--- src/hdl/usd_pkg.sv ---
// usd_pkg: types, constants and lookup functions for the UTF-8 stream decoder.
// Used by every module of the decoder; depends on nothing.
`timescale 1ns / 1ps
`default_nettype none

package usd_pkg;

  localparam int COUNT_BITS_DEF  = 20;
  localparam int QUEUE_DEPTH_DEF = 4;

  localparam int CODE_BITS        = 21;
  localparam int COUNT_FIELD_BITS = 20;
  localparam int STATE_BITS       = 4;
  localparam int CLASS_BITS       = 4;
  localparam int NUM_STATES       = 9;
  localparam int NUM_CLASSES      = 12;

  localparam logic [COUNT_FIELD_BITS-1:0] COUNT_FIELD_MAX = '1;

  localparam logic [STATE_BITS-1:0] ST_ACCEPT = 4'd0;
  localparam logic [STATE_BITS-1:0] ST_REJECT = 4'd1;
  localparam logic [STATE_BITS-1:0] ST_LAST   = 4'd8;

  localparam logic [1:0] STATUS_CODE_POINT = 2'd0;
  localparam logic [1:0] STATUS_INVALID    = 2'd1;
  localparam logic [1:0] STATUS_TRUNCATED  = 2'd2;

  typedef struct packed {
    logic [CLASS_BITS-1:0] cls;
    logic [7:0]            data;
    logic                  last;
  } usd_item_t;

  typedef struct packed {
    logic [CODE_BITS-1:0]        code_point;
    logic [1:0]                  status;
    logic                        end_of_string;
    logic [COUNT_FIELD_BITS-1:0] count;
  } usd_result_t;

  localparam logic [STATE_BITS-1:0] NEXT_STATE_TBL [NUM_STATES][NUM_CLASSES] = '{
    '{4'd0, 4'd1, 4'd2, 4'd3, 4'd5, 4'd8, 4'd7, 4'd1, 4'd1, 4'd1, 4'd4, 4'd6},
    '{4'd1, 4'd1, 4'd1, 4'd1, 4'd1, 4'd1, 4'd1, 4'd1, 4'd1, 4'd1, 4'd1, 4'd1},
    '{4'd1, 4'd0, 4'd1, 4'd1, 4'd1, 4'd1, 4'd1, 4'd0, 4'd1, 4'd0, 4'd1, 4'd1},
    '{4'd1, 4'd2, 4'd1, 4'd1, 4'd1, 4'd1, 4'd1, 4'd2, 4'd1, 4'd2, 4'd1, 4'd1},
    '{4'd1, 4'd1, 4'd1, 4'd1, 4'd1, 4'd1, 4'd1, 4'd2, 4'd1, 4'd1, 4'd1, 4'd1},
    '{4'd1, 4'd2, 4'd1, 4'd1, 4'd1, 4'd1, 4'd1, 4'd1, 4'd1, 4'd2, 4'd1, 4'd1},
    '{4'd1, 4'd1, 4'd1, 4'd1, 4'd1, 4'd1, 4'd1, 4'd3, 4'd1, 4'd3, 4'd1, 4'd1},
    '{4'd1, 4'd3, 4'd1, 4'd1, 4'd1, 4'd1, 4'd1, 4'd3, 4'd1, 4'd3, 4'd1, 4'd1},
    '{4'd1, 4'd3, 4'd1, 4'd1, 4'd1, 4'd1, 4'd1, 4'd1, 4'd1, 4'd1, 4'd1, 4'd1}
  };

  function automatic logic [CLASS_BITS-1:0] byte_class_f(input logic [7:0] b);
    logic [CLASS_BITS-1:0] c;
    case (b) inside
      [8'h00:8'h7F]: c = 4'd0;
      [8'h80:8'h8F]: c = 4'd1;
      [8'h90:8'h9F]: c = 4'd9;
      [8'hA0:8'hBF]: c = 4'd7;
      [8'hC0:8'hC1]: c = 4'd8;
      [8'hC2:8'hDF]: c = 4'd2;
      8'hE0:         c = 4'd10;
      8'hED:         c = 4'd4;
      [8'hE1:8'hEF]: c = 4'd3;
      8'hF0:         c = 4'd11;
      [8'hF1:8'hF3]: c = 4'd6;
      8'hF4:         c = 4'd5;
      default:       c = 4'd8;
    endcase
    return c;
  endfunction

  // Out-of-range state or class falls to reject.
  function automatic logic [STATE_BITS-1:0] next_state_f(input logic [STATE_BITS-1:0] st,
                                                         input logic [CLASS_BITS-1:0] cls);
    logic [STATE_BITS-1:0] n;
    if (st > ST_LAST || cls > CLASS_BITS'(NUM_CLASSES - 1)) begin
      n = ST_REJECT;
    end else begin
      n = NEXT_STATE_TBL[st][cls];
    end
    return n;
  endfunction

endpackage

`default_nettype wire

--- src/hdl/usd_classifier.sv ---
// usd_classifier: front stage; accepts raw bytes, tags each with its character class.
// Depends on usd_pkg.
`timescale 1ns / 1ps
`default_nettype none

module usd_classifier (
  input  wire logic              clk,
  input  wire logic              rst_n,
  input  wire logic [7:0]        in_data_byte,
  input  wire logic              in_last_byte,
  input  wire logic              in_push,
  output logic                   in_full,
  output usd_pkg::usd_item_t     q_item,
  output logic                   q_push,
  input  wire logic              q_full
);
  import usd_pkg::*;

  logic      valid_r, valid_nxt;
  usd_item_t item_r;
  logic      load;

  assign in_full   = valid_r && q_full;
  assign load      = in_push && !in_full;
  assign valid_nxt = load || (valid_r && q_full);
  assign q_push    = valid_r && !q_full;
  assign q_item    = item_r;

  always_ff @(posedge clk) begin
    if (!rst_n) begin
      valid_r <= 1'b0;
    end else begin
      valid_r <= valid_nxt;
    end
  end

  always_ff @(posedge clk) begin
    if (load) begin
      item_r.cls  <= byte_class_f(in_data_byte);
      item_r.data <= in_data_byte;
      item_r.last <= in_last_byte;
    end
  end

endmodule

`default_nettype wire

--- src/hdl/usd_fifo.sv ---
// usd_fifo: short show-ahead queue of classified bytes between front and back.
// Depends on usd_pkg.
`timescale 1ns / 1ps
`default_nettype none

module usd_fifo #(
  parameter int DEPTH = usd_pkg::QUEUE_DEPTH_DEF
) (
  input  wire logic          clk,
  input  wire logic          rst_n,
  input  wire logic          push,
  input  usd_pkg::usd_item_t push_item,
  output logic               full,
  input  wire logic          pop,
  output logic               empty,
  output usd_pkg::usd_item_t head_item
);
  import usd_pkg::*;

  localparam int PTR_BITS = (DEPTH > 1) ? $clog2(DEPTH) : 1;
  localparam int CNT_BITS = $clog2(DEPTH + 1);

  usd_item_t           mem_r [DEPTH];
  logic [PTR_BITS-1:0] wr_ptr_r, wr_ptr_nxt, rd_ptr_r, rd_ptr_nxt;
  logic [CNT_BITS-1:0] cnt_r, cnt_nxt;
  logic                do_push, do_pop;

  assign full      = (cnt_r == CNT_BITS'(DEPTH));
  assign empty     = (cnt_r == '0);
  assign do_push   = push && !full;
  assign do_pop    = pop && !empty;
  assign head_item = mem_r[rd_ptr_r];

  always_comb begin
    wr_ptr_nxt = wr_ptr_r;
    rd_ptr_nxt = rd_ptr_r;
    cnt_nxt    = cnt_r;
    if (do_push) begin
      wr_ptr_nxt = (wr_ptr_r == PTR_BITS'(DEPTH - 1)) ? '0 : wr_ptr_r + PTR_BITS'(1);
    end
    if (do_pop) begin
      rd_ptr_nxt = (rd_ptr_r == PTR_BITS'(DEPTH - 1)) ? '0 : rd_ptr_r + PTR_BITS'(1);
    end
    if (do_push && !do_pop) begin
      cnt_nxt = cnt_r + CNT_BITS'(1);
    end else if (do_pop && !do_push) begin
      cnt_nxt = cnt_r - CNT_BITS'(1);
    end
  end

  always_ff @(posedge clk) begin
    if (!rst_n) begin
      wr_ptr_r <= '0;
      rd_ptr_r <= '0;
      cnt_r    <= '0;
    end else begin
      wr_ptr_r <= wr_ptr_nxt;
      rd_ptr_r <= rd_ptr_nxt;
      cnt_r    <= cnt_nxt;
    end
  end

  always_ff @(posedge clk) begin
    if (do_push) begin
      mem_r[wr_ptr_r] <= push_item;
    end
  end

endmodule

`default_nettype wire

--- src/hdl/usd_engine.sv ---
// usd_engine: back stage; runs the UTF-8 automaton, builds code points, keeps the
// running count and holds the result register. Depends on usd_pkg.
`timescale 1ns / 1ps
`default_nettype none

module usd_engine #(
  parameter int COUNT_BITS = usd_pkg::COUNT_BITS_DEF
) (
  input  wire logic          clk,
  input  wire logic          rst_n,
  input  usd_pkg::usd_item_t q_item,
  input  wire logic          q_empty,
  output logic               q_pop,
  output usd_pkg::usd_result_t res,
  output logic               res_valid,
  input  wire logic          res_pop
);
  import usd_pkg::*;

  logic [STATE_BITS-1:0] state_r, state_nxt, st_eff, st_new;
  logic [CODE_BITS-1:0]  partial_r, partial_nxt, partial_new;
  logic [COUNT_BITS-1:0] cnt_r, cnt_nxt, cnt_inc;
  logic                  out_valid_r, out_valid_nxt;
  usd_result_t           out_r, out_new;
  logic                  take, emit, completed;
  logic [COUNT_FIELD_BITS-1:0] cnt_inc_field, cnt_field;

  assign take    = !q_empty && (!out_valid_r || res_pop);
  assign q_pop   = take;
  assign cnt_inc = (cnt_r == '1) ? cnt_r : cnt_r + COUNT_BITS'(1);

  generate
    if (COUNT_BITS > COUNT_FIELD_BITS) begin : g_sat
      assign cnt_inc_field = (cnt_inc > COUNT_BITS'(COUNT_FIELD_MAX)) ?
                             COUNT_FIELD_MAX : cnt_inc[COUNT_FIELD_BITS-1:0];
      assign cnt_field     = (cnt_r > COUNT_BITS'(COUNT_FIELD_MAX)) ?
                             COUNT_FIELD_MAX : cnt_r[COUNT_FIELD_BITS-1:0];
    end else begin : g_ext
      assign cnt_inc_field = COUNT_FIELD_BITS'(cnt_inc);
      assign cnt_field     = COUNT_FIELD_BITS'(cnt_r);
    end
  endgenerate

  always_comb begin
    st_eff      = (state_r > ST_LAST) ? ST_REJECT : state_r;
    partial_new = partial_r;
    st_new      = ST_REJECT;
    completed   = 1'b0;
    emit        = 1'b0;
    out_new.code_point    = '0;
    out_new.status        = STATUS_INVALID;
    out_new.end_of_string = 1'b1;
    out_new.count         = cnt_field;
    if (st_eff != ST_REJECT) begin
      if (st_eff != ST_ACCEPT) begin
        partial_new = {partial_r[CODE_BITS-7:0], q_item.data[5:0]};
      end else begin
        partial_new = CODE_BITS'((8'hFF >> q_item.cls) & q_item.data);
      end
      st_new = next_state_f(st_eff, q_item.cls);
      if (st_new == ST_ACCEPT) begin
        completed             = 1'b1;
        emit                  = 1'b1;
        out_new.code_point    = partial_new;
        out_new.status        = STATUS_CODE_POINT;
        out_new.end_of_string = q_item.last;
        out_new.count         = cnt_inc_field;
      end else if (q_item.last) begin
        emit           = 1'b1;
        out_new.status = (st_new == ST_REJECT) ? STATUS_INVALID : STATUS_TRUNCATED;
      end
    end else begin
      emit = q_item.last;
    end

    state_nxt   = state_r;
    partial_nxt = partial_r;
    cnt_nxt     = cnt_r;
    if (take) begin
      if (q_item.last) begin
        state_nxt   = ST_ACCEPT;
        partial_nxt = '0;
        cnt_nxt     = '0;
      end else begin
        state_nxt   = st_new;
        partial_nxt = partial_new;
        cnt_nxt     = completed ? cnt_inc : cnt_r;
      end
    end

    out_valid_nxt = take ? emit : (out_valid_r && !res_pop);
  end

  always_ff @(posedge clk) begin
    if (!rst_n) begin
      state_r     <= ST_ACCEPT;
      partial_r   <= '0;
      cnt_r       <= '0;
      out_valid_r <= 1'b0;
    end else begin
      state_r     <= state_nxt;
      partial_r   <= partial_nxt;
      cnt_r       <= cnt_nxt;
      out_valid_r <= out_valid_nxt;
    end
  end

  always_ff @(posedge clk) begin
    if (take && emit) begin
      out_r <= out_new;
    end
  end

  assign res       = out_r;
  assign res_valid = out_valid_r;

  a_err_ends_string: assert property (@(posedge clk) disable iff (!rst_n)
    out_valid_r && out_r.status != STATUS_CODE_POINT |-> out_r.end_of_string)
    else $error("error status on a result that does not end the string");

  a_err_zero_cp: assert property (@(posedge clk) disable iff (!rst_n)
    out_valid_r && out_r.status != STATUS_CODE_POINT |-> out_r.code_point == '0)
    else $error("error status with nonzero code point");

  a_last_clears: assert property (@(posedge clk) disable iff (!rst_n)
    take && q_item.last |=> state_r == ST_ACCEPT && cnt_r == '0 && partial_r == '0)
    else $error("state not cleared after last byte");

  a_state_range: assert property (@(posedge clk) disable iff (!rst_n)
    state_r <= ST_LAST)
    else $error("automaton state out of range");

  a_no_overwrite: assert property (@(posedge clk) disable iff (!rst_n)
    out_valid_r && !res_pop |-> !take)
    else $error("pending result overwritten");

endmodule

`default_nettype wire

--- src/hdl/utf8_stream_decoder.sv ---
// utf8_stream_decoder: top level; classifier front, queue, automaton back end.
// Depends on usd_pkg, usd_classifier, usd_fifo, usd_engine.
`timescale 1ns / 1ps
`default_nettype none

// One byte per push, last_byte marking the final byte of a string. Sustained
// rate is one byte per cycle while pop keeps up: the classifier register, the
// queue and the automaton each take a byte every cycle. Each byte passes the
// classifier register and a queue entry, and its result is registered. Bytes
// that finish no code point give no result; the last byte always gives one,
// and a nonzero status tells the consumer to discard the code points already
// delivered for that string. Backpressure on pop fills the queue (QUEUE_DEPTH
// entries plus the classifier and result registers) before full rises.
module utf8_stream_decoder #(
  parameter int COUNT_BITS  = usd_pkg::COUNT_BITS_DEF,
  parameter int QUEUE_DEPTH = usd_pkg::QUEUE_DEPTH_DEF
) (
  input  wire logic        clk,
  input  wire logic        rst_n,
  input  wire logic [7:0]  in_data_byte,
  input  wire logic        in_last_byte,
  input  wire logic        push,
  output logic             full,
  output logic [20:0]      out_code_point,
  output logic [1:0]       out_status,
  output logic             out_end_of_string,
  output logic [19:0]      out_count,
  output logic             empty,
  input  wire logic        pop
);
  import usd_pkg::*;

  usd_item_t   cls_item, head_item;
  logic        q_push, q_full, q_pop, q_empty;
  usd_result_t res;
  logic        res_valid;

  usd_classifier u_front (
    .clk          (clk),
    .rst_n        (rst_n),
    .in_data_byte (in_data_byte),
    .in_last_byte (in_last_byte),
    .in_push      (push),
    .in_full      (full),
    .q_item       (cls_item),
    .q_push       (q_push),
    .q_full       (q_full)
  );

  usd_fifo #(
    .DEPTH (QUEUE_DEPTH)
  ) u_queue (
    .clk       (clk),
    .rst_n     (rst_n),
    .push      (q_push),
    .push_item (cls_item),
    .full      (q_full),
    .pop       (q_pop),
    .empty     (q_empty),
    .head_item (head_item)
  );

  usd_engine #(
    .COUNT_BITS (COUNT_BITS)
  ) u_back (
    .clk       (clk),
    .rst_n     (rst_n),
    .q_item    (head_item),
    .q_empty   (q_empty),
    .q_pop     (q_pop),
    .res       (res),
    .res_valid (res_valid),
    .res_pop   (pop)
  );

  assign out_code_point    = res.code_point;
  assign out_status        = res.status;
  assign out_end_of_string = res.end_of_string;
  assign out_count         = res.count;
  assign empty             = !res_valid;

endmodule

`default_nettype wire
--- config.mk ---
export PLATFORM = sky130hd
export DESIGN_NAME = utf8_stream_decoder
export DESIGN_NICKNAME = d
export VERILOG_FILES = /design/src/hdl/usd_pkg.sv /design/src/hdl/usd_classifier.sv /design/src/hdl/usd_fifo.sv /design/src/hdl/usd_engine.sv /design/src/hdl/utf8_stream_decoder.sv
export SDC_FILE = /design/constraint.sdc
export NUM_CORES = 1
export LEC_CHECK = 0
export BUFFER_PORTS_ARGS = -buffer_cell sky130_fd_sc_hd__buf_2
export CORE_MARGIN = 2
export CORE_UTILIZATION = 35
export DETAILED_ROUTE_END_ITERATION = 8
export PLACE_DENSITY = 0.48
export SYNTH_ARGS = -nofsm -noshare
export SYNTH_HDL_FRONTEND = slang
export SYNTH_SLANG_ARGS = --single-unit
--- constraint.sdc ---
create_clock -name clk -period 6.9 [get_ports clk]
set_clock_uncertainty 0.15 [all_clocks]
set_input_delay 0.69 -clock clk [delete_from_list [all_inputs] [get_ports clk]]
set_output_delay 0.69 -clock clk [all_outputs]
set_load 0.01 [all_outputs]
# Word-level counts from Yosys, hierarchy flattened
# Memories as Yosys holds them, arrays and structs flattened. A register that Yosys moved wholly into a read port is not among the register bits.
# Index checks and enable logic that the tools add are counted.
totals:
  mem_count: 2
  mem_bits_ro: 768
  output_inout_bits: 46
  word_cells: 148
  ff_bits: 105
  mem_bits_rw: 52
  inputBits: 13
op_classes:
  n_lt_le_gt_ge: 21
  n_reduce_logical: 40
  mux: 46
  add_sub_neg: 5
  eq_ne: 10
  bitwise: 5
  n_shift: 1
mem_list:
  columns: ["memory", "words", "width", "read_ports", "rd_ports_with_merged_regs", "write_ports", "line", "text"]
  rows:
  - ["(name not given)", 16, 48, 1, 0, 0, "usd_pkg.sv:80", "n = NEXT_STATE_TBL[st][cls];"]
  - ["u_queue.mem_r", 4, 13, 1, 1, 1, "usd_fifo.sv:23", "usd_item_t mem_r [DEPTH];"]
ops:
  columns: ["cell", "n"]
  rows:
  - ["$mux 20", 5]
  - ["$mux 48", 2]
  - ["$mux 4", 17]
  - ["$ge 8x8->1 const B", 7]
  - ["$le 8x8->1 const B", 7]
  - ["$eq 8x8->1 const B", 4]
  - ["$mux 15", 2]
  - ["$and 21x8->21", 1]
  - ["$mux 21", 1]
  - ["$shr 8x4->21 const A", 1]
  - ["$add 20x1->20 const B", 1]
  - ["$eq 20x20->1 const B", 1]
  - ["$logic_and 1x1->1", 18]
  - ["$bmux 4 s4", 1]
  - ["$gt 4x4->1 const B", 3]
  - ["$mux 1", 11]
  - ["$ge 5x5->1 const B", 2]
  - ["$mux 2", 5]
  - ["$not 4->5", 2]
  - ["$ge 8x1->1 const B", 1]
  - ["$le 8x7->1 const B", 1]
  - ["$logic_not 1->1", 7]
  - ["$mux 3", 2]
  - ["$reduce_and 2->1", 3]
  - ["other kinds (15)", 23]

# Logic depth before layout (Yosys ltp)
# Gate-level depths: netlist (run 1).
logic_depth:
  depth_word: 16
  depth_mapped: 11

# By module
# A second synthesis (run 1) with hierarchy kept.
unflattened:
  cells_unflattened: 595
  hier_area_um2: 7100.6
by_module_without_submodules:
  columns: ["module", "cells_per_inst", "area_each_um2", "n_inst"]
  rows:
  - ["usd_engine", 424, 4042.6, 1]
  - ["usd_fifo", 118, 2398.6, 1]
  - ["usd_classifier", 52, 655.6, 1]
  - ["utf8_stream_decoder", 1, 3.8, 1]

# Least setup slack after synthesis (run 1)
# Ideal clock, no wire load.
synth_timing:
  path_type: "reg-to-reg"
  start: "reg (tool-made name)"
  end: "reg u_back.out_r, in the netlist u_back.res[0], enable pin"
  setup_time_ns: 0.465
  synth_period_minus_slack_ns: 5.012
  path_slack_ns: 1.888
  arrival_ns: 4.396
  path_stages_with_launch: 10
  required_ns: 6.285
  path_cell_list: "dfxtp_1 > buf_6 > mux4_2 > buf_6 > and3b_2 > nand2_2 > a32oi_4 > nand3_1 > buf_2 > a21oi_1"
synth_lines:
  columns: ["element", "line", "text"]
  rows:
  - ["to (signal assigned)", "usd_engine.sv:110", "out_r <= out_new;"]
  - ["to (decl)", "usd_engine.sv:24", "usd_result_t out_r, out_new;"]

==> results.md, run 1 <==
* Worst-case vdd ir drop at 0.000188 V
* Die H at approximately 150 um
* FP Rows at 52
* CP max-delay cell: dfxtp_1
* Port buffer count at 58
* Post-Synth Adder-Cell Area at 0.0150
* Yosys reg bits at roughly 160
* Cell Area, Synth at 7160 um2
* Setup repair bufs after CTS at 0
* CTS buffer count at 17
* RSZ-0062 raised after global routing: no
* Fin worst setup slack at 2.63 ns
* Area after DPL at between 7000 and 8000 um2
* Worst Hold Class: in2reg
* Clock tree root driver cell: clkbuf_16
* Final HPWL DP at 10000 um
* Crit-path most repeated cell: buf_4
* Met1 GRT Util at 0.185
* Critical Path Max Stage Delay at 1.02 ns
* Min cycle time layout at 4.27 ns
* Routing usage on met2 at 0.236
* Post-CTS sizing at 0
* Area of the multi-input gates at 2680 um2
* Clock sink count at 159
* Largest family of logic cells by synthesized area: simple AND/OR/NAND/NOR gates
* Fmax at between 200 and 250 MHz
* Die area at 21600 um2
* Crit Path Category: reg2reg
* GR Overflow Total at 0
* Die Span X at ~150 um
* Async S/R FF share, synth at 0
* Routed via count at 4794
* FF/Latch Area at 4270 um2
* Worst EP required at 6.81 ns
* Post-Synth Simple-Gate Area at 0.170
* CTS tree: built
* Synth top area cells: edfxtp_1 46%, dfxtp_1 14%, nor2_1 3.9%
* Share of the synthesized area in the top cell type at 0.457
* Synth warnings at 0
* Element type at the critical path end: flop
* Detail-routed via count per cell at 5.12
* Actual slew at the worst max-slew pin at 1.15 ns
* Cell variety after synth at 64
* Post-Synthesis Cells at 606
* Compound-Gate Fraction of Synth Area at 0.106
* Max clock buf depth at 2
* Sequential area share after synthesis at 0.597
* Leak pwr at 2.87 nW
* Final hold violation count at 0
* Global Route Usage Sum at 0.145
* Initial Util at 0.355
* XOR/XNOR Fraction of Synth Area at 0.0220
* # DRC at 0
* Fillers at 1953
* GPL Wtd Cong at 0.802
* Clk Latency, worst-skew pair at 0.42 ns
* Clock-pin slew on the worst setup and hold paths at 0.06 ns
* Syn Area/Cell at 11.8 um2
* Antenna-violating nets left at 0
* # diodes at 0
* Pre-CTS setup slack at 2.58 ns
* M3 GR Usage at 0.0373
* Outcome: finished, final reports clean
* Maxcap violations at 0
* Final Slew Violations at 0
* WHS at 0.293 ns
* Largest net degree at the start of global routing at 40
* Critical Path Fanout Max at 39
* Final worst-path cycle share at 0.619
* Synth Flop Type: edfxtp_1
* Reg-to-reg setup timing slack at 2.63 ns
* Setup TNS at 0 ns
* Fraction of final layout cells with drive strength greater than 1 at 0.173
* Cell area after layout at 8230 um2
* Global-route wire length before repair at 24600 um
* Total core area at 20200 um2
* DRT iter0 DRCs at 298
* H-tree levels at 4
* Antenna violations before repair at 0
* Synthesized Nets at about 630
* Number of flops mapped to enable cells by yosys at 109
* Setup crit start kind: flop
* Vias in the first global route at 4716
* Proportion of synthesized area in mux cells at 0.0604
* Arrival @ worst endpoint at between 4 and 5 ns
* Syn-to-layout area delta at 14.9%
* Area leader, netlist: edfxtp_1
* CTS Hold Bufs at 0
* Final setup viols at 0
* Final Routed Wirelength at 15000 um
* Nets at ~670
* Drt first pass iters at 5
* Cell breakdown of the critical path: mux4_2 > and3b_2 > o21bai_1 > a21boi_2 > nand3_1 > buf_4 > a21oi_4 > buf_4
* WL per Instance at about 16 um
* Layer with the highest usage: met2
* Pwr per Cell Area at between 400 and 500 nW/um2
* Slew HR at 0.227
* Io pins at 59
## through the flow
step,cells,power (W),utilization
2_1_floorplan,606,0.00223,-
3_3_place_gp,904,0.00256,0.381
3_5_place_dp,904,0.00258,0.381
4_1_cts,936,0.00348,0.408
5_1_grt,936,0.00366,0.408
6_report,936,0.00343,0.408
## worst paths after layout
kind | cells after the start | start | to
worst max-delay path | 8 | flop | u_back.res[25]$_SDFFCE_PN0P_
worst min-delay path | 1 | in_last_byte | u_front.q_item[0]$_DFFE_PP_
worst max register to register | 8 | flop | u_back.res[25]$_SDFFCE_PN0P_
worst min register to register | 2 | u_queue.rd_ptr_r[1]$_SDFFE_PN0P_ | u_queue.rd_ptr_r[1]$_SDFFE_PN0P_
## state kept, by name (all words and copies together) (netlist names), named ones only
signal,cells
u_front.valid_r,1
u_queue.rd_ptr_r,2
u_back.partial_r,15
u_back.cnt_field,20
u_back.res,44
u_back.res_valid,1
u_queue.mem_r,52
u_front.q_item,13
u_queue.wr_ptr_r,2
u_back.state_r,4
u_queue.cnt_r,3
## Yosys cell counts, types with 5 or more instances
master,n
o21ai_0,19
xor2_1,15
mux4_2,12
buf_2,6
nand2b_1,8
ha_1,7
or3_1,7
or4_1,10
a21oi_1,25
and2_1,24
dfxtp_1,50
nor3_1,8
inv_1,11
nor2_1,74
clkbuf_1,22
nor2b_1,6
mux2i_1,14
nand4_1,5
nand2_1,42
and3_1,6
nand3_1,23
o211ai_1,13
a22oi_1,7
a31oi_1,14
edfxtp_1,109
## cells by family (layout without fill, tap and decap cells)
group           count (synthesis)  after routing
buf+inv                        48            108
compound gates                110            110
xor+xnor                       18             18
fa+ha+maj                       8              8
flops                         159            159
simple gates                  235            235
mux                            28             28
## layer usage
layer	part of all wire	vias to the layer above
met5	0	-
li1	-	2350
met3	0.030	19
met1	0.46	2337
met2	0.49	88
met4	0.018	0
## critical path, delay by kind of cell, from the launching register on
family                 cells  cell delay, ns
and+or+nand+nor            2            0.40
AOI/OAI and AO/OA          3            0.83
muxes                      1            0.74
buffers and inverters      2            0.72
DFF                        1            1.02
## cell usage in the layout, fill, tap and decap left out, drive strengths merged, types with 4 or more instances in the layout
master | synthesis | layout
a22oi | 7 | 7
clkbuf | 22 | 20
or4 | 10 | 10
o21ai | 21 | 21
dfxtp | 50 | 50
a31oi | 14 | 14
o31ai | 4 | 4
nand3b | 4 | 4
a21oi | 25 | 25
inv | 11 | 12
buf | 14 | 64
and3 | 6 | 6
ha | 7 | 7
nor3 | 8 | 8
clkinv | 1 | 7
xor2 | 15 | 15
nor2b | 6 | 6
nand2 | 43 | 43
nor4b | 4 | 4
edfxtp | 109 | 109
nand4 | 6 | 6
nor2 | 74 | 74
mux4 | 12 | 12
nand2b | 8 | 8
nand3 | 23 | 23
o211ai | 13 | 13
mux2i | 14 | 14
or3 | 7 | 7
and2 | 24 | 24
nor4 | 5 | 5
## cell type report
cell class,count,share of cell area
clock buffer,20,0.0530
timing repair buffer,64,0.0407
multi-input combinational,399,0.326
sequential,159,0.519
clock inverter,12,0.0146
tap,270,0.0410
inverter,12,0.00547
## power breakdown
part           switching [W]  internal (W)
clock               0.000361      0.000528
sequential          0.000116       0.00127
combinational       0.000776      0.000380
total                0.00125       0.00218
Power figures use the tool's default switching activity.
==> run 2: changes to the inputs <==
clock period = 4.2 ns   (was 6.9 ns; I/O delays follow)
==> results.md, run 2 (synthesis gave the netlist of run 1 again) <==
* Outcome: finished, final reports clean
* Worst EP required at 4.34 ns (-2.47 ns)
* Worst-case vdd ir drop at 0.000400 V (+110%)
* Fraction of final layout cells with drive strength greater than 1 at 0.188 (+0.0158)
* Cell family with most CP delay: simple AND/OR/NAND/NOR gates
* FF/Latch Area at 4270 um2 (unchanged)
* Detail-routed via count per cell at 5.09 (-0.54%)
* CTS Hold Bufs at 0 (unchanged)
* Actual slew at the worst max-slew pin at 0.857 ns (-0.295 ns)
* Syn-to-layout area delta at 16.4%
* Setup crit start kind: flop
* Fmax at 273 MHz (+17%)
* Final HPWL DP at 10100 um (+0.49%)
* Die area at 21600 um2 (unchanged)
* Vias in the first global route at 4707 (-0.19%)
* Max clock buf depth at 2 (unchanged)
* Pre-CTS setup slack at 0.520 ns (-2.06 ns)
* Final Slew Violations at 0 (unchanged)
* CP Buf/Inv Count at 1 (-1)
* Critical Path Fanout Max at 13 (-67%)
* Final hold violation count at 0 (unchanged)
* H-tree levels at 4 (unchanged)
* CTS buffer count at 17 (unchanged)
* Antenna-violating nets left at 0 (unchanged)
* CTS tree: built
* Arrival @ worst endpoint at 3.80 ns (-0.39 ns)
* Fin worst setup slack at 0.540 ns (-2.09 ns)
* Min cycle time layout at 3.66 ns (-0.615 ns)
* Io pins at 59 (unchanged)
* Clock-pin slew on the worst setup and hold paths at 0.06 ns (about the same)
* Most flops, register: u_queue.mem_r
* Crit Path Category: reg2reg
* Port buffer count at 58 (unchanged)
* Clock sink count at 159 (unchanged)
* Total core area at 20200 um2 (unchanged)
* GPL Wtd Cong at 0.825 (+2.8%)
* Element type at the critical path end: flop
* Die Span X at 147 um (unchanged)
* Global-route wire length before repair at 24400 um (-0.87%)
* DRT iter0 DRCs at 345 (+16%)
* Commonest non-fill, non-tap cell in the layout: edfxtp_1
* Drt first pass iters at 7 (+2)
* RSZ-0062 raised after global routing: no
* Routed via count at 4809 (+0.31%)
* Setup TNS at 0 ns (unchanged)
* # diodes at 0 (unchanged)
* Area of the multi-input gates at 2680 um2 (unchanged)
* Reg power frac at 0.385 (-0.019)
* FP Rows at 52 (unchanged)
* WL per Instance at 15.7 um (-1.4%)
* Cell breakdown of the critical path: buf_4 > mux4_2 > nand3b_1 > a21oi_1 > a311oi_4 > nand3_1 > nor2_1 > and2_1
* Leak pwr at 2.93 nW (+2.2%)
* Final setup viols at 0 (unchanged)
* Commonest non-fill, non-tap cells in the layout: 109 x edfxtp_1, 74 x nor2_1, 58 x buf_2, 50 x dfxtp_1, 42 x nand2_1
* Largest net degree at the start of global routing at 48 (+20%)
* Post-CTS sizing at 0 (unchanged)
* Fillers at 1942 (-0.56%)
* Worst Hold Class: in2reg
* Slew HR at 0.414 (+0.187)
* Critical Path Max Stage Delay at 0.62 ns (-0.40 ns)
* Maxcap violations at 0 (unchanged)
* # DRC at 0 (unchanged)
* Final Routed Wirelength at 14900 um (-0.57%)
* CP max-delay cell: nor2_1
* GR Overflow Total at 0 (unchanged)
* Initial Util at 0.355 (unchanged)
* Die H at 147 um (unchanged)
* Power share of the clock group at 0.262 (+0.003)
* Nets at 682 (+1.2%)
* Final worst-path cycle share at 0.871 (+0.252)
* Combinational Power Share at 0.353 (+0.016)
* Pwr per Cell Area at 693 nW/um2 (+66%)
* Global Route Usage Sum at 0.143 (-0.00122)
* Clock tree root driver cell: clkbuf_16
* Antenna violations before repair at 0 (unchanged)
* Setup repair bufs after CTS at 0 (unchanged)
* Internal at 0.00363 W (+66%)
* Max reg flops at 52 (unchanged)
* Switch share at 0.373 (+0.00784)
* Psw at 0.00215 W (+72%)
* Clk Latency, worst-skew pair at 0.43 ns (about the same)
-- run 2: worst paths after layout --
| kind | startpoint | to | slack [ns] | cells after the start |
|---|---|---|---|---|
| setup / recovery | flop | u_back.res[42]$_SDFFCE_PN0P_ | 0.54 | 8 |
| hold / removal | in_last_byte | u_front.q_item[0]$_DFFE_PP_ | 0.02 | 1 |
| setup reg to reg | flop | u_back.res[42]$_SDFFCE_PN0P_ | 0.54 | 8 |
| hold reg to reg | u_queue.rd_ptr_r[1]$_SDFFE_PN0P_ | u_queue.rd_ptr_r[1]$_SDFFE_PN0P_ | 0.34 | 2 |
-- run 2: power groups by stage --
stage | sequential (W) | combinational [W] | clock, W
2_1_floorplan | 0.00235 | 0.00131 | 0
3_3_place_gp | 0.00225 | 0.00203 | 0
3_5_place_dp | 0.00226 | 0.00206 | 0
4_1_cts | 0.00223 | 0.00207 | 0.00156
5_1_grt | 0.00227 | 0.00225 | 0.00162
6_report | 0.00222 | 0.00204 | 0.00152
-- run 2: metal layers --
metal,part of all wire,wire [um],global-route usage,vias up
li1,-,-,-,2373
met1,0.45,6720,0.180,2307
met2,0.49,7260,0.242,109
met3,0.040,592,0.0320,20
met4,0.020,291,0.0558,0
met5,0,0,0,-
-- run 2: through the flow --
step	power, W	util	cell area (um2)	cells	hold WS, ns
6_report	0.00578	0.413	8340	944	0.0188
4_1_cts	0.00585	0.413	8340	944	0.000351
5_1_grt	0.00614	0.413	8340	944	0.00890
3_3_place_gp	0.00428	0.384	7750	912	0.317
3_5_place_dp	0.00432	0.384	7750	912	0.325
2_1_floorplan	0.00366	-	7170	606	0.304
-- run 2: cell type report --
cell class | instances | area share
flip-flops and latches | 159 | 0.513
multi-input cells | 399 | 0.322
clock buffers | 19 | 0.0570
repair buffers | 72 | 0.0489
well taps | 270 | 0.0405
clock inverters | 13 | 0.0138
inverters | 12 | 0.00540
==> run 3: changes to the inputs <==
BUFFER_PORTS_ARGS = -buffer_cell sky130_fd_sc_hd__clkbuf_2   (was -buffer_cell sky130_fd_sc_hd__buf_2)
SYNTH_HIERARCHICAL = 1   (was not set)
==> results.md, run 3 <==
* Layer with the highest usage: met2
* Final hold violation count at 0 (unchanged)
* Fmax at 270 MHz (-1.0%)
* Reg power frac at 0.405 (+0.020)
* Arrival @ worst endpoint at 3.73 ns (-0.07 ns)
* Clock-pin slew on the worst setup and hold paths at 0.06 ns (about the same)
* CTS buffer count at 17 (unchanged)
* Nets at 668 (-2.1%)
* # DRC at 0 (unchanged)
* Post-CTS sizing at 0 (unchanged)
* Post-Synthesis Cells at 595 (-1.8%)
* Clock sink count at 159 (unchanged)
* Pwr per Cell Area at 639 nW/um2 (-7.9%)
* Detail-routed via count per cell at 5.12 (+0.49%)
* Largest net degree at the start of global routing at 39 (-19%)
* RSZ-0062 raised after global routing: no
* Internal at 0.00340 W (-6.2%)
* Initial Util at 0.354 (-0.000878)
* DRT iter0 DRCs at 301 (-13%)
* Clock tree root driver cell: clkbuf_16
* Port buffer count at 58 (unchanged)
* Area leader, netlist: edfxtp_1
* WHS at 0.0685 ns (+0.0498 ns)
* Slew HR at 0.286 (-0.128)
* GPL Wtd Cong at 0.787 (-4.6%)
* Met1 GRT Util at 0.181 (+0.000650)
* Async S/R FF share, synth at 0 (unchanged)
* Final HPWL DP at 9960 um (-0.93%)
* Sequential area share after synthesis at 0.602 (+0.00536)
* Worst-case vdd ir drop at 0.000292 V (-27%)
* Vias in the first global route at 4593 (-2.4%)
* Commonest non-fill, non-tap cells in the layout: 109 x edfxtp_1, 58 x clkbuf_2, 58 x nand2_1, 56 x nor2_1, 50 x dfxtp_1
* CTS tree: built
* H-tree levels at 4 (unchanged)
* Global-route wire length before repair at 23700 um (-2.8%)
* Antenna-violating nets left at 0 (unchanged)
* Fillers at 1951 (+0.46%)
* WL per Instance at 15.7 um (-0.26%)
* Synth warnings at 6 (+6)
* Routing usage on met2 at 0.229 (-0.0133)
* Total core area at 20000 um2 (-0.65%)
* Synth top area cells: edfxtp_1 46%, dfxtp_1 14%, mux4_1 4.8%
* FP Rows at 52 (unchanged)
* Min cycle time layout at 3.70 ns (+0.0386 ns)
* Final setup viols at 0 (unchanged)
* Final Routed Wirelength at 14600 um (-1.7%)
* Combinational Power Share at 0.309 (-0.044)
* Max clock buf depth at 2 (unchanged)
* Outcome: finished, final reports clean
* Share of the synthesized area in the top cell type at 0.461 (+0.00411)
* Maxcap violations at 0 (unchanged)
* Actual slew at the worst max-slew pin at 1.07 ns (+0.212 ns)
* Worst EP required at 4.23 ns (-0.11 ns)
* Antenna violations before repair at 0 (unchanged)
* Commonest non-fill, non-tap cell in the layout: edfxtp_1
* Element type at the critical path end: flop
* Die area at 21400 um2 (-0.86%)
* # diodes at 0 (unchanged)
* Io pins at 59 (unchanged)
* Setup crit start kind: flop
* Critical Path Fanout Max at 18 (+5)
* Syn Area/Cell at 11.9 um2 (+0.94%)
* Number of flops mapped to enable cells by yosys at 109 (unchanged)
* Cell Area, Synth at 7100 um2 (-0.89%)
* Switch share at 0.354 (-0.0186)
* Most common cell in the netlist: edfxtp_1
* Crit Path Category: reg2reg
* Synthesized Nets at 616 (-1.8%)
* GR Overflow Total at 0 (unchanged)
* Leak pwr at 2.97 nW (+1.3%)
* Global Route Usage Sum at 0.140 (-0.00298)
* Final worst-path cycle share at 0.881 (+0.00920)
* Final Slew Violations at 0 (unchanged)
* Post-synth top cells: 109 x edfxtp_1, 58 x nand2_1, 56 x nor2_1
* Psw at 0.00186 W (-13%)
* Clk Latency, worst-skew pair at 0.43 ns (about the same)
* Core Util, Final at 0.411 (-0.00212)
* Drt first pass iters at 4 (-3)
* Setup TNS at 0 ns (unchanged)
* Worst Hold Class: in2reg
* Fraction of final layout cells with drive strength greater than 1 at 0.174 (-0.0142)
* Most flops, register: u_queue/mem_r
* Syn-to-layout area delta at 16.1%
* Max reg flops at 52 (unchanged)
* Synth Flop Type: edfxtp_1
* Cell variety after synth at 64 (unchanged)
* M3 GR Usage at 0.0325 (+0.000512)
* Yosys reg bits at 159 (unchanged)
* Power share of the clock group at 0.286 (+0.024)
* Die H at 146 um (-0.43%)
* Die Span X at 146 um (-0.43%)
* Routed via count at 4761 (-1.0%)
run 3: layout make-up:
class                      instances  area (um2)  area share
clock inverter                    14         148      0.0179
sequential                       159        4270       0.519
tap                              270         338      0.0410
clock buffer                      18         429      0.0521
multi-input combinational        386        2610       0.316
inverter                          12        45.0     0.00546
timing repair buffer              71         403      0.0489
run 3: stage by stage:
step | power [W] | setup WS (ns) | instances | cell area [um2]
after floorplan | 0.00323 | 0.295 | 595 | 7110
after global placement | 0.00380 | 0.519 | 897 | 7660
after detailed placement | 0.00382 | 0.479 | 897 | 7660
after CTS | 0.00534 | 0.477 | 930 | 8240
after global routing | 0.00557 | 0.247 | 930 | 8240
final | 0.00526 | 0.502 | 930 | 8240
run 3: final timing paths:
kind	from	endpoint	slack, ns	depth (start not counted)
max	flop	u_back/res[7]$_DFFE_PP_	0.50	8
min	push	u_front/valid_r$_SDFF_PN0_	0.07	2
max reg2reg	flop	u_back/res[7]$_DFFE_PP_	0.50	8
min reg2reg	u_back/partial_r[11]$_SDFFE_PN0P_	u_back/partial_r[11]$_SDFFE_PN0P_	0.34	2
run 3: critical path, cell delays in order, from the launching register on:
cell	delay, ns
dfxtp_1	0.54
mux4_1	0.80
nor2b_1	0.24
a2111oi_4	0.32
a211oi_2	0.12
or3_1	0.53
a21oi_4	0.46
nand3_1	0.16
xnor2_1	0.15
run 3: logic make-up (layout without fill, tap and decap cells):
| group | count (synthesis) | after routing | share of synthesized area |
|---|---|---|---|
| and+or+nand+nor | 223 | 223 | 0.161 |
| adders and majority gates | 9 | 9 | 0.0166 |
| DFF | 159 | 159 | 0.602 |
| muxes | 21 | 21 | 0.0597 |
| xor gates and xnor gates | 17 | 17 | 0.0210 |
| AOI/OAI and AO/OA | 116 | 116 | 0.107 |
| buffers and inverters | 50 | 115 | 0.0326 |
run 3: layer usage:
| layer | part of all wire | vias to the layer above |
|---|---|---|
| met5 | 0 | - |
| met4 | 0.0084 | 0 |
| met3 | 0.032 | 9 |
| met2 | 0.49 | 86 |
| met1 | 0.47 | 2323 |
| li1 | - | 2343 |
run 3: power groups by stage:
stage	logic [W]	clock network (W)	registers, W
3_5_place_dp	0.00165	0	0.00217
6_report	0.00163	0.00150	0.00213
5_1_grt	0.00180	0.00161	0.00217
2_1_floorplan	0.00101	0	0.00222
4_1_cts	0.00165	0.00155	0.00214
3_3_place_gp	0.00163	0	0.00217
run 3: what timing repair did:
action | in CTS | in global routing
buffers inserted | 0 | 0
hold buffers | 1 | 0
hold endpoints to repair | 1 | 0
